--- src/rtl/spde_pkg.sv ---
// spde_pkg: shared types, constants and helpers for the period extremum detector
// used by spde_point_queue and signal_period_extremum_detector; no dependencies

package spde_pkg;

    localparam int SAMPLE_BITS = 16;
    localparam int INDEX_BITS  = 24;
    localparam int CFG_BITS    = 16;
    localparam int CFG_INDEX_BITS = 1;

    localparam int MAG_BITS  = SAMPLE_BITS + 1;
    localparam int PROD_BITS = CFG_BITS + MAG_BITS;
    localparam int CMP_BITS  = SAMPLE_BITS + CFG_BITS;

    localparam int QUEUE_DEPTH = 4;
    localparam int QPTR_BITS   = $clog2(QUEUE_DEPTH);
    localparam int QCNT_BITS   = QPTR_BITS + 1;

    localparam logic [CFG_BITS-1:0] RATIO_RESET = 16'd1971;
    localparam logic [CFG_BITS-1:0] LEVEL_RESET = 16'd0;

    localparam logic [CFG_INDEX_BITS-1:0] REG_RATIO_THRESHOLD = 1'd0;
    localparam logic [CFG_INDEX_BITS-1:0] REG_MINIMUM_MAXIMUM = 1'd1;

    typedef enum logic {
        KIND_MAX = 1'b0,
        KIND_MIN = 1'b1
    } point_kind_t;

    typedef enum logic [1:0] {
        FILL_EMPTY = 2'd0,
        FILL_ONE   = 2'd1,
        FILL_FULL  = 2'd2
    } fill_t;

    typedef struct packed {
        logic signed [SAMPLE_BITS-1:0] sample;
        logic                          end_of_stream;
    } in_t;

    typedef struct packed {
        point_kind_t                   point_kind;
        logic        [INDEX_BITS-1:0]  point_index;
        logic signed [SAMPLE_BITS-1:0] point_value;
        logic                          run_last;
    } out_t;

    function automatic logic [MAG_BITS-1:0] magnitude(input logic signed [SAMPLE_BITS-1:0] v);
        logic signed [MAG_BITS-1:0] ext;
        ext = {v[SAMPLE_BITS-1], v};
        magnitude = ext[MAG_BITS-1] ? MAG_BITS'(-ext) : MAG_BITS'(ext);
    endfunction

    // |big| * 256 >= ratio * |small|, exact
    function automatic logic ratio_ok(input logic signed [SAMPLE_BITS-1:0] big,
                                      input logic signed [SAMPLE_BITS-1:0] small_v,
                                      input logic [CFG_BITS-1:0]           ratio);
        logic [PROD_BITS-1:0] lhs;
        logic [PROD_BITS-1:0] rhs;
        lhs = PROD_BITS'({magnitude(big), 8'd0});
        rhs = PROD_BITS'(ratio) * PROD_BITS'(magnitude(small_v));
        ratio_ok = lhs >= rhs;
    endfunction

    function automatic logic above_level(input logic signed [SAMPLE_BITS-1:0] v,
                                         input logic [CFG_BITS-1:0]           level);
        logic signed [CMP_BITS-1:0] ve;
        logic signed [CMP_BITS-1:0] le;
        ve = {{CFG_BITS{v[SAMPLE_BITS-1]}}, v};
        le = {{SAMPLE_BITS{level[CFG_BITS-1]}}, level};
        above_level = ve > le;
    endfunction

endpackage

--- src/rtl/signal_period_extremum_detector.sv ---
// signal_period_extremum_detector: window, extremum hold and period test
// depends on spde_pkg and spde_point_queue
// results: result items are registered into the result queue when their sample item is taken
// throughput: one sample item per cycle; a period gives two result items, and the
// four-entry result queue holds off new samples while fewer than two slots are free
// reset: asynchronous active low; clears state and queue, registers return to 1971 and 0

module signal_period_extremum_detector
    import spde_pkg::*;
(
    input  logic                      clk,
    input  logic                      rst_n,
    input  logic                      cfg_we,
    input  logic [CFG_INDEX_BITS-1:0] cfg_index,
    input  logic [CFG_BITS-1:0]       cfg_data,
    input  logic                      sample_valid,
    output logic                      sample_ready,
    input  in_t                       sample_item,
    output logic                      point_valid,
    input  logic                      point_ready,
    output out_t                      point_item
);

    localparam logic [INDEX_BITS-1:0] INDEX_TOP = '1;

    logic [CFG_BITS-1:0]           ratio_reg;
    logic [CFG_BITS-1:0]           level_reg;
    fill_t                         fill_reg;
    logic signed [SAMPLE_BITS-1:0] older_reg;
    logic signed [SAMPLE_BITS-1:0] middle_reg;
    logic [INDEX_BITS-1:0]         pos_reg;
    logic signed [SAMPLE_BITS-1:0] max_reg;
    logic [INDEX_BITS-1:0]         max_index_reg;
    logic                          max_valid_reg;
    logic signed [SAMPLE_BITS-1:0] min_reg;
    logic [INDEX_BITS-1:0]         min_index_reg;
    logic                          min_valid_reg;

    fill_t                         fill_next;
    logic signed [SAMPLE_BITS-1:0] older_next;
    logic signed [SAMPLE_BITS-1:0] middle_next;
    logic [INDEX_BITS-1:0]         pos_next;
    logic signed [SAMPLE_BITS-1:0] max_next;
    logic [INDEX_BITS-1:0]         max_index_next;
    logic                          max_valid_next;
    logic signed [SAMPLE_BITS-1:0] min_next;
    logic [INDEX_BITS-1:0]         min_index_next;
    logic                          min_valid_next;

    logic                          accept;
    logic                          room_for_two;
    logic signed [SAMPLE_BITS-1:0] s;
    logic [INDEX_BITS-1:0]         mid_index;
    logic                          full;
    logic                          is_min;
    logic                          is_max;
    logic                          min_valid_mid;
    logic                          max_valid_mid;
    logic                          pair_fire;
    logic                          end_fire;
    logic [1:0]                    push_count;
    out_t                          push_first;
    out_t                          push_second;

    assign sample_ready = room_for_two;
    assign accept       = sample_valid && sample_ready;
    assign s            = sample_item.sample;
    assign full         = fill_reg == FILL_FULL;
    assign mid_index    = pos_reg - 1'b1;

    always_comb
    begin
        is_min = full && (older_reg >= middle_reg) && (middle_reg <= s)
                 && (!min_valid_reg || (middle_reg < min_reg));
        is_max = full && (older_reg <= middle_reg) && (middle_reg >= s)
                 && (!max_valid_reg || (middle_reg > max_reg))
                 && above_level(middle_reg, level_reg);

        min_next       = is_min ? middle_reg : min_reg;
        min_index_next = is_min ? mid_index : min_index_reg;
        max_next       = is_max ? middle_reg : max_reg;
        max_index_next = is_max ? mid_index : max_index_reg;
        max_valid_mid  = max_valid_reg || is_max;
        min_valid_mid  = (min_valid_reg || is_min) && !is_max;

        pair_fire = full && max_valid_mid && min_valid_mid
                    && ratio_ok(max_next, min_next, ratio_reg);
        end_fire  = sample_item.end_of_stream && !pair_fire && max_valid_mid
                    && above_level(max_next, level_reg)
                    && ratio_ok(max_next, s, ratio_reg);

        push_first.point_kind   = KIND_MAX;
        push_first.point_index  = max_index_next;
        push_first.point_value  = max_next;
        push_first.run_last     = !pair_fire;
        push_second.point_kind  = KIND_MIN;
        push_second.point_index = min_index_next;
        push_second.point_value = min_next;
        push_second.run_last    = 1'b1;

        push_count = 2'd0;
        if (accept)
        begin
            if (pair_fire)
            begin
                push_count = 2'd2;
            end
            else if (end_fire)
            begin
                push_count = 2'd1;
            end
        end

        pos_next    = (pos_reg == INDEX_TOP) ? pos_reg : pos_reg + 1'b1;
        fill_next   = fill_reg;
        older_next  = older_reg;
        middle_next = middle_reg;
        unique case (fill_reg)
            FILL_EMPTY:
            begin
                older_next = s;
                fill_next  = FILL_ONE;
            end
            FILL_ONE:
            begin
                middle_next = s;
                fill_next   = FILL_FULL;
            end
            default:
            begin
                older_next  = middle_reg;
                middle_next = s;
            end
        endcase
        max_valid_next = max_valid_mid && !pair_fire;
        min_valid_next = min_valid_mid && !pair_fire;

        if (sample_item.end_of_stream)
        begin
            fill_next      = FILL_EMPTY;
            pos_next       = '0;
            max_valid_next = 1'b0;
            min_valid_next = 1'b0;
        end
    end

    always_ff @(posedge clk or negedge rst_n)
    begin
        if (!rst_n)
        begin
            ratio_reg <= RATIO_RESET;
            level_reg <= LEVEL_RESET;
        end
        else if (cfg_we)
        begin
            unique case (cfg_index)
                REG_RATIO_THRESHOLD: ratio_reg <= cfg_data;
                REG_MINIMUM_MAXIMUM: level_reg <= cfg_data;
                default:             ratio_reg <= ratio_reg;
            endcase
        end
    end

    always_ff @(posedge clk or negedge rst_n)
    begin
        if (!rst_n)
        begin
            fill_reg      <= FILL_EMPTY;
            pos_reg       <= '0;
            max_valid_reg <= 1'b0;
            min_valid_reg <= 1'b0;
        end
        else if (accept)
        begin
            fill_reg      <= fill_next;
            pos_reg       <= pos_next;
            max_valid_reg <= max_valid_next;
            min_valid_reg <= min_valid_next;
        end
    end

    always_ff @(posedge clk)
    begin
        if (accept)
        begin
            older_reg     <= older_next;
            middle_reg    <= middle_next;
            max_reg       <= max_next;
            max_index_reg <= max_index_next;
            min_reg       <= min_next;
            min_index_reg <= min_index_next;
        end
    end

    spde_point_queue u_queue (
        .clk          (clk),
        .rst_n        (rst_n),
        .push_count   (push_count),
        .push_first   (push_first),
        .push_second  (push_second),
        .room_for_two (room_for_two),
        .point_valid  (point_valid),
        .point_ready  (point_ready),
        .point_item   (point_item)
    );

endmodule

--- src/rtl/spde_point_queue.sv ---
// spde_point_queue: small result queue taking up to two items per cycle
// depends on spde_pkg

module spde_point_queue
    import spde_pkg::*;
(
    input  logic       clk,
    input  logic       rst_n,
    input  logic [1:0] push_count,
    input  out_t       push_first,
    input  out_t       push_second,
    output logic       room_for_two,
    output logic       point_valid,
    input  logic       point_ready,
    output out_t       point_item
);

    out_t                 mem [QUEUE_DEPTH];
    logic [QPTR_BITS-1:0] wr_ptr_reg;
    logic [QPTR_BITS-1:0] rd_ptr_reg;
    logic [QCNT_BITS-1:0] count_reg;
    logic [QPTR_BITS-1:0] wr_ptr_plus_one;
    logic                 pop;

    assign wr_ptr_plus_one = wr_ptr_reg + 1'b1;
    assign point_valid     = count_reg != '0;
    assign point_item      = mem[rd_ptr_reg];
    assign pop             = point_valid && point_ready;
    assign room_for_two    = count_reg <= QCNT_BITS'(QUEUE_DEPTH - 2);

    always_ff @(posedge clk)
    begin
        if (push_count != 2'd0)
        begin
            mem[wr_ptr_reg] <= push_first;
        end
        if (push_count == 2'd2)
        begin
            mem[wr_ptr_plus_one] <= push_second;
        end
    end

    always_ff @(posedge clk or negedge rst_n)
    begin
        if (!rst_n)
        begin
            wr_ptr_reg <= '0;
            rd_ptr_reg <= '0;
            count_reg  <= '0;
        end
        else
        begin
            wr_ptr_reg <= wr_ptr_reg + QPTR_BITS'(push_count);
            if (pop)
            begin
                rd_ptr_reg <= rd_ptr_reg + 1'b1;
            end
            count_reg <= count_reg + QCNT_BITS'(push_count) - QCNT_BITS'(pop);
        end
    end

endmodule

--- config.mk ---
export PLATFORM = sky130hd
export DESIGN_NAME = signal_period_extremum_detector
export DESIGN_NICKNAME = d
export VERILOG_FILES = /design/src/rtl/spde_pkg.sv /design/src/rtl/signal_period_extremum_detector.sv /design/src/rtl/spde_point_queue.sv
export SDC_FILE = /design/constraint.sdc
export NUM_CORES = 2
export LEC_CHECK = 0
export BUFFER_PORTS_ARGS = -buffer_cell sky130_fd_sc_hd__buf_2
export CAP_MARGIN = 30
export CORE_MARGIN = 3
export CORE_UTILIZATION = 55
export CTS_BUF_LIST = sky130_fd_sc_hd__clkbuf_8 sky130_fd_sc_hd__clkbuf_16
export CTS_CLUSTER_SIZE = 30
export DETAILED_ROUTE_END_ITERATION = 10
export PLACE_DENSITY = 0.71
export SYNTH_ARGS = -nofsm -noshare
export SYNTH_HDL_FRONTEND = slang
export SYNTH_SLANG_ARGS = --single-unit
--- constraint.sdc ---
create_clock -name clk -period 34 [get_ports clk]
set_input_delay 8.5 -clock clk [delete_from_list [all_inputs] [get_ports clk]]
set_output_delay 8.5 -clock clk [all_outputs]
set_load 0.01 [all_outputs]
== Yosys cells after proc, flatten, opt, wreduce, memory -nomap -nowiden ==
Memory sizes are Yosys's and may differ from the RTL's.
Index checks and enable logic that the tools add are counted.
Operators by class
  $add $sub $neg: 10
  $mul: 2
  divide/modulo/power cells: 0
  $lt $le $gt $ge: 11
  equality and inequality tests: 5
  shift-type cells: 0
  mux-type cells: 21
  bitwise gates (word level): 3
  reduce and logical (&&, ||, !) cells: 37
Operator list (number)
  24-bit 2-to-1 mux: 4
  25-bit by 33-bit greater-or-equal comparator with 1-bit output: 2
  16-bit by 17-bit multiplier with 33-bit output: 2
  17-bit 2-to-1 mux: 3
  16-bit negation with 17-bit output: 3
  16-bit greater-than comparator: 3
  16-bit greater-or-equal comparator: 2
  16-bit <= comparator: 2
  16-bit 2-to-1 mux: 2
  16-bit case mux with 2 select lines: 1
  24-bit by 1-bit adder with 24-bit output (second input constant): 1
  24-bit == test (second input constant): 1
  24-bit by 1-bit subtractor with 24-bit output (second input constant): 1
  1-bit logical AND: 19
  16-bit < comparator: 1
  2-bit AND reduction: 6
  1-bit 2-to-1 mux: 7
  2-bit 2-to-1 mux: 3
  3-bit nonzero test: 2
  2-bit by 1-bit adder with 2-bit output (second input constant): 2
  2-bit == test (second input constant): 2
  1-bit zero test: 4
  1-bit logical OR: 4
  2-bit case mux with 2 select lines: 1
  9 further kinds: 11
Word-level totals
  bits in registers: 179
  bits in latches: 0
  RAM bits: 168
  ROM bits: 0
  output and inout port bits: 44
  logic and storage cells: 105
  memories: 1
Memory list
  u_queue.mem: depth 4, width 42, rd ports 1, clocked after memory_dff 0, wr ports 2, RTL line spde_point_queue.sv:18  | out_t mem [QUEUE_DEPTH];

== Depth between registers and ports, before layout ==
  word-level depth: 21
  depth in mapped cells: 54
  mapped depth without buffers: 48

== Modules after synthesis ==
Synthesis repeated with hierarchy kept, for this count alone.
Second synthesis, totals
  cell total of the unflattened synthesis: 3681
  area total of the unflattened synthesis: 38187.9 µm²
By module, submodules not included
  signal_period_extremum_detector: times used 1, cells each 3234, area each 29645.9 µm²
  spde_point_queue: times used 1, cells each 447, area each 8541.9 µm²

== Worst setup path before layout ==
Ideal clock, no wire load.
  kind: input -> register
  start: input sample_item[16] in the netlist's numbering
  end: memory u_queue.mem[1][10] in the netlist's numbering, enable pin
  library setup time: 0.492 ns
  arrival: 22.455 ns
  required time: 33.508 ns
  path slack: 11.052 ns
  stages on the path: 44
  cell sequence: clkbuf_1 clkinv_1 ha_1 nand4_1 or3_4 nor3_1 o311a_1 a21boi_1 buf_6 buf_2 buf_1 mux2_2 inv_1 ha_1 o21ai_0 o31ai_1 xnor2_1 clkbuf_1 (+8 left out) fa_1 inv_1 ha_1 clkbuf_1 nand4_1 a2111oi_0 a22oi_1 nand2_1 a21oi_1 xnor2_1 ha_1 nand4_1 or2_2 o41a_1 nor4bb_1 buf_2 nand4_1 o21ai_0
RTL lines
  start, declared: RTL line signal_period_extremum_detector.sv:18  | input in_t sample_item,
  end, declared: RTL line spde_point_queue.sv:18

==> flow_metrics.tcl <==
set metrics [dict create \
    cts_resized 0 \
    hpwl_microns 72500 \
    placementRows 95 \
    finClkSkew_ns 0.0249 \
    ys_ff_latch 347 \
    cts_tree "built" \
    chipHeight_microns 267 \
    synth_most_common_cell "inv_1" \
    cts_inserted_buffers 36 \
    period_needed_ns 22.33 \
    ant_nets 0 \
    fin_crit_sh_pct 65.7 \
    num_vias 28400 \
    drive_gt1_share_pct 8.24 \
    synth_edf_count 272 \
    synthArstFlopShare_pct 19.3 \
    crit_path_max_incr_delay_ns 0.81 \
    grt_max_degree 68 \
    wire_per_inst_microns 21.0 \
    synth_top_cell_area_share_pct 22.2 \
    required_ns 34.28 \
    rsz0062_at_grt "no" \
    gp_congestion 0.895 \
    drcViolationCount 0 \
    grt_first_pass_wirelength_microns 159000 \
    worst_slew_pin_slew_ns 1.08 \
    multi_input_area_sq_um 24500 \
    synth-simple-area-share_pct 12.4 \
    syn_area_per_cell_sq_um 9.91 \
    grt_usage_pct 28.5 \
    grt_pass1_vias 28900 \
    critPathArrivalTime_ns 22.61 \
    overflow 0 \
    start_util_pct 55.8 \
    synth_fa_ha_area_share_pct 33.8 \
    setup_tns_ns 0 \
    fp.dieArea_sq_um 71500 \
    worstSetupEndpointType "flip-flop" \
    cts_root_buf "clkbuf_16" \
    yosysTopAreaCell "fa_1" \
    clock_path_buffers 3 \
    path_common_cell "fa_1" \
    h-tree-depth 2 \
    synthMuxAreaShare_pct 5.67 \
    crit_type "in -> reg" \
    postCtsSetupBuffers 0 \
    synth_top_family_by_area "adder cells" \
    cap_viol_max_count 0 \
    core_sq_um 67400 \
    outcome "completed" \
    fillers 5727 \
    largest_reg_flops 168 \
    synth_area_leaders "fa_1, edfxtp_1, ha_1" \
    nets 4638 \
    synth_common_cells "inv_1, nand2_1, fa_1" \
    synth_cell_types 76 \
    cp_num_buf_inv 12 \
    hold_buffers 0 \
    cts.sinks 347 \
    synth-xor-area-share_pct 3.10 \
    ios 83 \
    startpoint_type "input port" \
    path_clk_slew_ns 0.06 \
    slowest_stage "a21boi_4" \
    synth-compound-area-share_pct 9.73 \
    via_per_inst 6.01 \
    netlist_area_sq_um 37600 \
    yosysSeqAreaShare_pct 26.6 \
    setup_viol 0 \
    clk_latency_ns 0.57 \
    largest_register "u_queue.mem" \
    port_buffers 82 \
    wl_microns 99400 \
    critPathTopFamily "compound AO/OA/AOI/OAI gates" \
    worst_hold_path_type "reg -> reg" \
    area_growth_pct 6.77 \
    finalMaxSlewViolations 0 \
    ys.flop_type "edfxtp_1" \
    seqCellArea_sq_um 10000 \
    relSlewSlack_pct 28.1 \
    die_w_microns 267 \
    path_max_fanout 48 \
    max_freq_ghz 0.0448 \
    hold_viol_final 0 \
    ys_warn_count 0 \
    dr.pass1.iters 6 \
    antenna_found_initial 1 \
    dr.first_iter.drc_count 2530 \
    synthCells 3795 \
]
==> cells in the final DEF, fill, tap and decap left out, types with 24 or more instances in the layout <==
cell type / Yosys / routed
inv_1: 654 / 658
nand2_1: 458 / 458
fa_1: 417 / 417
ha_1: 348 / 348
edfxtp_1: 272 / 272
and2_1: 197 / 197
o22ai_1: 165 / 165
a21oi_1: 125 / 124
nor2_1: 116 / 115
o21ai_0: 94 / 92
buf_2: 9 / 81
xnor2_1: 79 / 78
mux2i_1: 72 / 72
buf_4: 0 / 63
dfrtp_1: 59 / 57
xor2_1: 54 / 54
nand3_1: 46 / 44
mux4_2: 42 / 42
mux2_2: 39 / 39
nand4_1: 38 / 38
a21o_1: 39 / 38
clkbuf_16: 0 / 36
conb_1: 2 / 34
nor3_1: 29 / 29
a211oi_1: 24 / 24
==> cell type report <==
class                   count  area share [%]
diodes                      1         0.00623
clock buffers              36            2.24
clock inverters            29           0.402
inverters                 656            6.14
multi-input cells        2644            61.1
flip-flops and latches    347            25.0
well taps                 873            2.72
repair buffers            149            2.44
==> worst min-delay path, stage by stage (launching register included) <==
cell and delay, ns:
dfxtp_1 0.33, nand2_1 0.05, nand3_1 0.07
==> stage by stage <==
step / std cells / hold slack (ns) / setup slack, ns / util, % / area (sq um)
after floorplan: 3827 / 0.432 / 11.05 / - / 37700
after global placement: 4664 / 0.451 / 11.44 / 57.8 / 39000
after detailed placement: 4667 / 0.458 / 11.41 / 57.9 / 39000
after CTS: 4732 / 0.474 / 11.90 / 59.5 / 40100
after global routing: 4734 / 0.491 / 11.09 / 59.6 / 40100
final: 4735 / 0.475 / 11.67 / 59.6 / 40100
==> routing by layer <==
layer	GRT usage (%)	wire length (microns)	up-vias
met5	0	0	-
met4	9.48	3170	0
met3	4.46	7540	179
met2	46.2	46200	1086
met1	39.5	42500	14400
li1	-	-	12800
==> kinds of logic after synthesis <==
family	count (synthesis)
simple gates	981
mux	155
xor+xnor	133
flops	347
other cells	2
fa+ha+maj	765
compound gates	576
buf+inv	836
==> path summary, 6_finish.rpt <==
kind                                   startpoint                  to  slack [ns]  cells after the start
worst max-delay path              sample_item[16]  u_queue.mem[3][30]       11.67                     47
worst min-delay path            u_queue.mem[2][0]   u_queue.mem[2][0]        0.48                      2
worst max register to register      middle_reg[5]  u_queue.mem[3][30]       19.15                     47
worst min register to register  u_queue.mem[2][0]   u_queue.mem[2][0]        0.48                      2
max in group asynchronous                   rst_n       ratio_reg[10]       25.65                      2
min in group asynchronous                   rst_n          pos_reg[1]        7.75                      1
Power is not shown: default switching activity piles up to over one toggle a cycle in this logic, so the estimate is an artifact.
